`src/design/sc2a_pkg.sv`:
```
// Shared types, scan codes and keyboard lookup tables for the scan code decoder.
`default_nettype none

package sc2a_pkg;

    // Scan code set 1 codes with a fixed meaning.
    localparam logic [7:0] SC_LSHIFT_MAKE  = 8'h2A;
    localparam logic [7:0] SC_RSHIFT_MAKE  = 8'h36;
    localparam logic [7:0] SC_LSHIFT_BREAK = 8'hAA;
    localparam logic [7:0] SC_RSHIFT_BREAK = 8'hB6;
    localparam logic [7:0] SC_CAPS_MAKE    = 8'h3A;

    // Codes of the action flag.
    localparam logic ACT_SCAN = 1'b0;
    localparam logic ACT_POP  = 1'b1;

    localparam int CHAR_W = 7;

    localparam logic [CHAR_W-1:0] CHAR_LOWER_A = 7'h61;
    localparam logic [CHAR_W-1:0] CHAR_LOWER_Z = 7'h7A;
    localparam logic [CHAR_W-1:0] CASE_OFFSET  = 7'd32;

    // What one scan code does to the keyboard state and the character queue.
    typedef struct packed {
        logic              shift_set;
        logic              shift_clr;
        logic              caps_toggle;
        logic              push;
        logic [CHAR_W-1:0] ch;
    } sc2a_key_t;

    function automatic logic is_lower(input logic [CHAR_W-1:0] ch);
        is_lower = (ch >= CHAR_LOWER_A) && (ch <= CHAR_LOWER_Z);
    endfunction

    // US layout without shift.
    function automatic logic [CHAR_W-1:0] plain_lookup(input logic [6:0] code);
        logic [CHAR_W-1:0] ch;
        case (code)
            7'h02: ch = 7'h31;
            7'h03: ch = 7'h32;
            7'h04: ch = 7'h33;
            7'h05: ch = 7'h34;
            7'h06: ch = 7'h35;
            7'h07: ch = 7'h36;
            7'h08: ch = 7'h37;
            7'h09: ch = 7'h38;
            7'h0A: ch = 7'h39;
            7'h0B: ch = 7'h30;
            7'h0C: ch = 7'h2D;
            7'h0D: ch = 7'h3D;
            7'h0E: ch = 7'h08;
            7'h0F: ch = 7'h09;
            7'h10: ch = 7'h71;
            7'h11: ch = 7'h77;
            7'h12: ch = 7'h65;
            7'h13: ch = 7'h72;
            7'h14: ch = 7'h74;
            7'h15: ch = 7'h79;
            7'h16: ch = 7'h75;
            7'h17: ch = 7'h69;
            7'h18: ch = 7'h6F;
            7'h19: ch = 7'h70;
            7'h1A: ch = 7'h5B;
            7'h1B: ch = 7'h5D;
            7'h1C: ch = 7'h0A;
            7'h1E: ch = 7'h61;
            7'h1F: ch = 7'h73;
            7'h20: ch = 7'h64;
            7'h21: ch = 7'h66;
            7'h22: ch = 7'h67;
            7'h23: ch = 7'h68;
            7'h24: ch = 7'h6A;
            7'h25: ch = 7'h6B;
            7'h26: ch = 7'h6C;
            7'h27: ch = 7'h3B;
            7'h28: ch = 7'h27;
            7'h29: ch = 7'h60;
            7'h2B: ch = 7'h5C;
            7'h2C: ch = 7'h7A;
            7'h2D: ch = 7'h78;
            7'h2E: ch = 7'h63;
            7'h2F: ch = 7'h76;
            7'h30: ch = 7'h62;
            7'h31: ch = 7'h6E;
            7'h32: ch = 7'h6D;
            7'h33: ch = 7'h2C;
            7'h34: ch = 7'h2E;
            7'h35: ch = 7'h2F;
            7'h37: ch = 7'h2A;
            7'h39: ch = 7'h20;
            7'h4C: ch = 7'h2D;
            7'h50: ch = 7'h2B;
            default: ch = '0;
        endcase
        plain_lookup = ch;
    endfunction

    // US layout with shift held. Letters are the plain letters in upper case.
    function automatic logic [CHAR_W-1:0] shifted_lookup(input logic [6:0] code);
        logic [CHAR_W-1:0] plain;
        logic [CHAR_W-1:0] ch;
        plain = plain_lookup(code);
        case (code)
            7'h02: ch = 7'h21;
            7'h03: ch = 7'h40;
            7'h04: ch = 7'h23;
            7'h05: ch = 7'h24;
            7'h06: ch = 7'h25;
            7'h07: ch = 7'h5E;
            7'h08: ch = 7'h26;
            7'h09: ch = 7'h2A;
            7'h0A: ch = 7'h28;
            7'h0B: ch = 7'h29;
            7'h0C: ch = 7'h5F;
            7'h0D: ch = 7'h2B;
            7'h1A: ch = 7'h7B;
            7'h1B: ch = 7'h7D;
            7'h27: ch = 7'h3A;
            7'h28: ch = 7'h22;
            7'h29: ch = 7'h7E;
            7'h2B: ch = 7'h7C;
            7'h33: ch = 7'h3C;
            7'h34: ch = 7'h3E;
            7'h35: ch = 7'h3F;
            default: ch = is_lower(plain) ? (plain - CASE_OFFSET) : plain;
        endcase
        shifted_lookup = ch;
    endfunction

endpackage

`default_nettype wire

```
`src/design/sc2a_ram.sv`:
```
// Generic simple dual-port RAM with one write port and a registered read port.
`default_nettype none

module sc2a_ram #(
    parameter int WIDTH = 8,
    parameter int DEPTH = 256
) (
    input  wire logic                     clk,
    input  wire logic                     wr_en,
    input  wire logic [$clog2(DEPTH)-1:0] wr_addr,
    input  wire logic [WIDTH-1:0]         wr_data,
    input  wire logic                     rd_en,
    input  wire logic [$clog2(DEPTH)-1:0] rd_addr,
    output logic      [WIDTH-1:0]         rd_data
);

    logic [WIDTH-1:0] mem [DEPTH];
    logic [WIDTH-1:0] rd_data_reg;

    // Write port.
    always_ff @(posedge clk)
    begin
        if (wr_en)
        begin
            mem[wr_addr] <= wr_data;
        end
    end

    // Registered read; the data holds until the next read.
    always_ff @(posedge clk)
    begin
        if (rd_en)
        begin
            rd_data_reg <= mem[rd_addr];
        end
    end

    assign rd_data = rd_data_reg;

endmodule

`default_nettype wire

```
`src/design/sc2a_decode.sv`:
```
// Scan code decoder: modifier tracking and table lookup for one scan code.
`default_nettype none

module sc2a_decode (
    input  wire logic [7:0]         scan_byte,
    input  wire logic               shift_active,
    input  wire logic               caps_active,
    output sc2a_pkg::sc2a_key_t     key
);

    import sc2a_pkg::*;

    logic               is_shift_make;
    logic               is_shift_break;
    logic               is_caps_make;
    logic [CHAR_W-1:0]  looked_up;
    logic [CHAR_W-1:0]  ch;

    // Modifier codes.
    assign is_shift_make  = (scan_byte == SC_LSHIFT_MAKE)  || (scan_byte == SC_RSHIFT_MAKE);
    assign is_shift_break = (scan_byte == SC_LSHIFT_BREAK) || (scan_byte == SC_RSHIFT_BREAK);
    assign is_caps_make   = (scan_byte == SC_CAPS_MAKE);

    // Table lookup, with caps lock raising letters only while shift is up.
    always_comb
    begin
        looked_up = shift_active ? shifted_lookup(scan_byte[6:0])
                                 : plain_lookup(scan_byte[6:0]);
        if (!shift_active && caps_active && is_lower(looked_up))
        begin
            ch = looked_up - CASE_OFFSET;
        end
        else
        begin
            ch = looked_up;
        end
    end

    // A break code other than shift is ignored; an unmapped make code pushes nothing.
    always_comb
    begin
        key.shift_set   = is_shift_make;
        key.shift_clr   = is_shift_break;
        key.caps_toggle = is_caps_make;
        key.push        = !is_shift_make && !is_caps_make && !scan_byte[7] && (ch != '0);
        key.ch          = ch;
    end

endmodule

`default_nettype wire

```
`src/design/scancode_to_ascii_fifo.sv`:
```
// Top level: scan code decoder feeding a character queue with pop requests.
// An input word is held in the input register, and its result then in the result register.
// Throughput: one input word per cycle while the result is taken; the decode, queue
// update and queue read each finish between the input and result registers.
// Reset clears the queue pointers, the shift and caps flags and both valid
// registers; the character store itself is not cleared and needs no sweep.
`default_nettype none

module scancode_to_ascii_fifo #(
    parameter int FIFO_DEPTH = 256
) (
    input  wire logic       clk,
    input  wire logic       rst_n,
    input  wire logic       s_tvalid,
    output logic            s_tready,
    input  wire logic [7:0] s_tdata,   // [7:0] scan_byte
    input  wire logic       s_tuser,   // [0] action
    output logic            m_tvalid,
    input  wire logic       m_tready,
    output logic [7:0]      m_tdata    // [6:0] popped_char, [7] char_waiting
);

    import sc2a_pkg::*;

    localparam int               PTR_W    = $clog2(FIFO_DEPTH);
    localparam logic [PTR_W-1:0] PTR_LAST = PTR_W'(FIFO_DEPTH - 1);

    // Input register.
    logic             in_valid_reg;
    logic             in_action_reg;
    logic [7:0]       in_byte_reg;

    // Keyboard and queue state.
    logic             shift_reg;
    logic             shift_next;
    logic             caps_reg;
    logic             caps_next;
    logic [PTR_W-1:0] rd_ptr_reg;
    logic [PTR_W-1:0] rd_ptr_next;
    logic [PTR_W-1:0] wr_ptr_reg;
    logic [PTR_W-1:0] wr_ptr_next;

    // Result register.
    logic             out_valid_reg;
    logic             out_pop_reg;
    logic             out_wait_reg;

    logic              advance;
    logic              out_free;
    sc2a_key_t         key;
    logic [PTR_W-1:0]  wr_ptr_inc;
    logic [PTR_W-1:0]  rd_ptr_inc;
    logic              full;
    logic              empty;
    logic              do_push;
    logic              do_pop;
    logic [CHAR_W-1:0] rd_data;

    // Handshake: the result register frees when taken, the input register when it moves on.
    assign out_free = !out_valid_reg || m_tready;
    assign advance  = in_valid_reg && out_free;
    assign s_tready = !in_valid_reg || out_free;

    always_ff @(posedge clk or negedge rst_n)
    begin
        if (!rst_n)
        begin
            in_valid_reg <= 1'b0;
        end
        else if (s_tready)
        begin
            in_valid_reg <= s_tvalid;
        end
    end

    always_ff @(posedge clk)
    begin
        if (s_tready && s_tvalid)
        begin
            in_action_reg <= s_tuser;
            in_byte_reg   <= s_tdata;
        end
    end

    sc2a_decode u_decode (
        .scan_byte    (in_byte_reg),
        .shift_active (shift_reg),
        .caps_active  (caps_reg),
        .key          (key)
    );

    // Queue pointers wrap at the store depth; one slot stays free to tell full from empty.
    assign wr_ptr_inc = (wr_ptr_reg == PTR_LAST) ? '0 : wr_ptr_reg + 1'b1;
    assign rd_ptr_inc = (rd_ptr_reg == PTR_LAST) ? '0 : rd_ptr_reg + 1'b1;
    assign full       = (wr_ptr_inc == rd_ptr_reg);
    assign empty      = (wr_ptr_reg == rd_ptr_reg);

    assign do_push = advance && (in_action_reg == ACT_SCAN) && key.push && !full;
    assign do_pop  = advance && (in_action_reg == ACT_POP) && !empty;

    // Next state of the flags and pointers.
    always_comb
    begin
        shift_next  = shift_reg;
        caps_next   = caps_reg;
        rd_ptr_next = do_pop  ? rd_ptr_inc : rd_ptr_reg;
        wr_ptr_next = do_push ? wr_ptr_inc : wr_ptr_reg;
        if (advance && (in_action_reg == ACT_SCAN))
        begin
            if (key.shift_set)
            begin
                shift_next = 1'b1;
            end
            else if (key.shift_clr)
            begin
                shift_next = 1'b0;
            end
            if (key.caps_toggle)
            begin
                caps_next = !caps_reg;
            end
        end
    end

    always_ff @(posedge clk or negedge rst_n)
    begin
        if (!rst_n)
        begin
            shift_reg  <= 1'b0;
            caps_reg   <= 1'b0;
            rd_ptr_reg <= '0;
            wr_ptr_reg <= '0;
        end
        else
        begin
            shift_reg  <= shift_next;
            caps_reg   <= caps_next;
            rd_ptr_reg <= rd_ptr_next;
            wr_ptr_reg <= wr_ptr_next;
        end
    end

    // Character store; a pop reads the head entry into the RAM output register.
    sc2a_ram #(
        .WIDTH (CHAR_W),
        .DEPTH (FIFO_DEPTH)
    ) u_store (
        .clk     (clk),
        .wr_en   (do_push),
        .wr_addr (wr_ptr_reg),
        .wr_data (key.ch),
        .rd_en   (do_pop),
        .rd_addr (rd_ptr_reg),
        .rd_data (rd_data)
    );

    // Result register.
    always_ff @(posedge clk or negedge rst_n)
    begin
        if (!rst_n)
        begin
            out_valid_reg <= 1'b0;
        end
        else if (out_free)
        begin
            out_valid_reg <= in_valid_reg;
        end
    end

    always_ff @(posedge clk)
    begin
        if (advance)
        begin
            out_pop_reg  <= do_pop;
            out_wait_reg <= (rd_ptr_next != wr_ptr_next);
        end
    end

    assign m_tvalid = out_valid_reg;
    assign m_tdata  = {out_wait_reg, (out_pop_reg ? rd_data : {CHAR_W{1'b0}})};

endmodule

`default_nettype wire
```
`config.mk`:
```
export PLATFORM = sky130hd
export DESIGN_NAME = scancode_to_ascii_fifo
export DESIGN_NICKNAME = d
export VERILOG_FILES = /design/src/design/sc2a_pkg.sv /design/src/design/sc2a_ram.sv /design/src/design/sc2a_decode.sv /design/src/design/scancode_to_ascii_fifo.sv
export SDC_FILE = /design/constraint.sdc
export NUM_CORES = 2
export LEC_CHECK = 0
export BUFFER_PORTS_ARGS = -buffer_cell sky130_fd_sc_hd__buf_2
export CORE_UTILIZATION = 57
export CTS_BUF_LIST = sky130_fd_sc_hd__clkbuf_16
export CTS_CLUSTER_DIAMETER = 150
export DETAILED_ROUTE_END_ITERATION = 10
export HOLD_SLACK_MARGIN = 0.03
export PLACE_DENSITY_LB_ADDON = 0.05
export SKIP_LAST_GASP = 1
export SLEW_MARGIN = 20
export SYNTH_ARGS = -nofsm -noshare
export SYNTH_HDL_FRONTEND = slang
export SYNTH_HIERARCHICAL = 1
export SYNTH_SLANG_ARGS = --single-unit
```
`constraint.sdc`:
```
create_clock -name clk -period 40.2 [get_ports clk]
set_input_delay 8.04 -clock clk [delete_from_list [all_inputs] [get_ports clk]]
set_output_delay 8.04 -clock clk [all_outputs]
set_load 0.02 [all_outputs]
```
==> flow_summary_export.csv <==
group,metric,value,unit
run_status,status,"complete, no violations",
floorplanning,fp.dieW,363,µm
global_route,grt_max_degree,190,
synthesis,yosysSeqAreaShare,0.739,
drt,drtPass1Iterations,6,
hold_path,hp-class,"reg -> reg",
power,leakagePower,25.7,nW
critical_path,reg2reg_depth,15,
cells_and_area,largest-register,"u_store/mem",
sta,fin_crit,16700,ps
critical_path,cp-end-kind,"output pin",
power,power_switching,1.54,mW
sta,setup_violations,0,
synthesis,synth.distinct_cells,104,
sta,tightestPinTransition,1280,ps
drt,via_count,38200,
critical_path,slowest_delay,220,ps
critical_path,worstSetupStartpointType,"input port",
synthesis,synthArstFlopShare,0.0109,
clock_network,root_buffer,"clkbuf_16",
critical_path,crit_start,"m_tready",
critical_path,arrival,8660,ps
critical_path,r2r-end,"u_store/mem[75][1]",
floorplanning,core-area,129000,µm²
sta,slew_violations,0,
drt,antenna_left,0,
synthesis,synth_area,74200,µm²
synthesis,synth_edf_count,1810,
power,p_seq_frac,0.426,
clock_network,worst_skew_pair.late_latency,820,ps
clock_network,cts_tree,"done",
critical_path,crit_type,"in -> out",
placed_design,place_congestion,0.948,
critical_path,path_common_cell,"buf_2",
critical_path,critPathSlowestCell,"nor2b_1",
power,power.share.switching,0.297,
clock_network,htree_levels,4,
floorplanning,ioPinCount,23,
power,ir_worst_vdd,0.0684,mV
synthesis,synthCells,3848,
cells_and_area,area_growth,9.61,%
cells_and_area,final.fill_count,8785,
floorplanning,dieArea,132000,µm²
synthesis,avgSynthCellArea,19.3,µm²
sta,fin_tns_setup,0,ps
drt,wirelength,183000,µm
critical_path,crit-reg2reg-launch,"in_byte_reg[1]",
synthesis,synth_flop_cell,"edfxtp_1",
sta,slew-limit-headroom,0.148,
global_route,grt_usage,0.285,
synthesis,syn-num-nets,3875,
critical_path,cp_max_fo,4,
floorplanning,row_count,132,
sta,max_freq,59.9,MHz
cells_and_area,largest_reg_flops,1792,
global_route,antenna_found_initial,1,
cells_and_area,nNetsFinal,3896,
critical_path,r2r_slack,32910,ps
sta,final_hold_viol_count,0,
clock_network,cts_resized,0,
critical_path,critical_path.endpoint,"s_tready",
critical_path,cp_data_required_time,32160,ps
sta,rsz0062_at_grt,"false",
placed_design,io_buffers,22,
power,clockPowerShare,0.319,
clock_network,post-cts-setup-buffers,0,
synthesis,synth_warnings,6,
global_route,grt_overflow,0,
drt,drtIter0Drc,4304,
global_route,grt_first_pass_wirelength,268000,µm
cells_and_area,drive_gt1_frac,0.201,
global_route,grt_pass1_vias,37900,
sta,finClkSkew,41.8,ps
critical_path,crit_chain,"buf_2 -> nor2b_1 -> nand2_1 -> buf_2",
power,powerDensity,63.6,nW/µm²
drt,wl_per_cell,31.8,µm
cells_and_area,fin_util,0.629,
job,maxCapViolCount,0,
clock_network,cts_buffers,179,
sta,period_share,0.415,
floorplanning,chipHeight,363,µm
floorplanning,start_util,0.574,
power,p_comb_frac,0.255,
cells_and_area,final_common_cell,"edfxtp_1",
drt,vias_per_cell,6.62,
clock_network,cts_num_sinks,1830,
clock_network,path_clk_slew,60,ps
placed_design,dp_hpwl,111000,µm
synthesis,synth-seq-cells,1830,
drt,drcViolationCount,0,
clock_network,clock_path_buffers,3,
power,p_int,3.64,mW
cells_and_area,final_cell_mix,"edfxtp_1 (1,810), mux4_2 (380), nor2_1 (329)",
clock_network,cts_hold_buffers,0,
## cell type report
class,count,area [µm²],share of cell area
sequential,1830,54900,0.674
multi-input combinational,1754,17700,0.218
clock buffer,187,4680,0.0575
tap,1742,2180,0.0268
clock inverter,146,1170,0.0144
timing repair buffer,81,616,0.00757
inverter,23,96.3,0.00118
antenna,3,7.51,0.0000923
## cell usage after synthesis, types with 11 or more instances
master	number	area, µm²
nor3_1	48	240
nand2_1	115	432
mux2i_1	163	1630
nand4_1	19	119
buf_8	11	165
o21ai_0	28	140
nor2_1	331	1240
a221oi_1	20	175
nor2b_1	23	144
buf_2	59	295
clkbuf_1	91	342
inv_1	20	75.1
buf_12	11	220
buf_6	32	360
xnor2_1	15	131
a21oi_1	64	320
buf_4	32	240
dfrtp_1	20	500
a22oi_1	62	465
nand2b_1	21	131
and2_1	18	113
o2111ai_1	17	149
o211a_1	12	120
a22o_1	16	140
nor4_1	41	257
ha_1	14	175
mux4_2	380	8560
o22ai_1	67	419
a31oi_1	11	68.8
edfxtp_1	1810	54400
nand3_1	54	270
## cells by family (layout without fill, tap and decap cells)
kind of cell / after synthesis / in the layout / synth area share
simple gates: 744 / 744 / 0.0481
other cells: 0 / 3 / 0
xor+xnor: 24 / 24 / 0.00364
flops: 1830 / 1830 / 0.739
compound gates: 413 / 413 / 0.0418
buf+inv: 264 / 437 / 0.0233
mux: 559 / 559 / 0.142
fa+ha+maj: 14 / 14 / 0.00236
## stage by stage
| step | setup slack, ps | hold slack (ps) | instance area, µm² | power (mW) | instances |
|---|---|---|---|---|---|
| after floorplan | 23750 | 439 | 74200 | 3.24 | 3848 |
| after global placement | 23440 | 459 | 75500 | 3.55 | 5430 |
| after detailed placement | 23510 | 456 | 75500 | 3.57 | 5430 |
| after CTS | 23500 | 468 | 81400 | 5.21 | 5763 |
| after global routing | 23450 | 490 | 81400 | 5.35 | 5763 |
| final | 23500 | 464 | 81400 | 5.18 | 5766 |
## power groups by stage
stage | sequential, mW | clock, mW | combinational, mW
4_1_cts | 2.20 | 1.68 | 1.32
2_1_floorplan | 2.22 | 0 | 1.02
6_report | 2.20 | 1.65 | 1.32
3_3_place_gp | 2.24 | 0 | 1.30
5_1_grt | 2.21 | 1.75 | 1.39
3_5_place_dp | 2.25 | 0 | 1.32
## critical path: cells and delay by family
family	cells	cell delay, ps
and+or+nand+nor	2	350
buffers and inverters	2	270
## worst min path at each step
stage / start / to / slack [ps] / depth (start not counted)
after global routing: caps_reg / caps_reg / 490 / 1
after CTS: caps_reg / caps_reg / 470 / 1
after floorplan: caps_reg / caps_reg / 440 / 1
after detailed placement: caps_reg / caps_reg / 460 / 1
final: caps_reg / caps_reg / 460 / 1
after global placement: caps_reg / caps_reg / 460 / 1
## metal layers
layer,up-vias,global-route usage,wire (µm)
li1,15900,-,-
met1,20100,0.414,76100
met2,1866,0.437,86800
met3,309,0.0551,14500
met4,8,0.0938,5670
met5,-,0.00444,138
No activity file was read; power rests on OpenSTA's default activity.
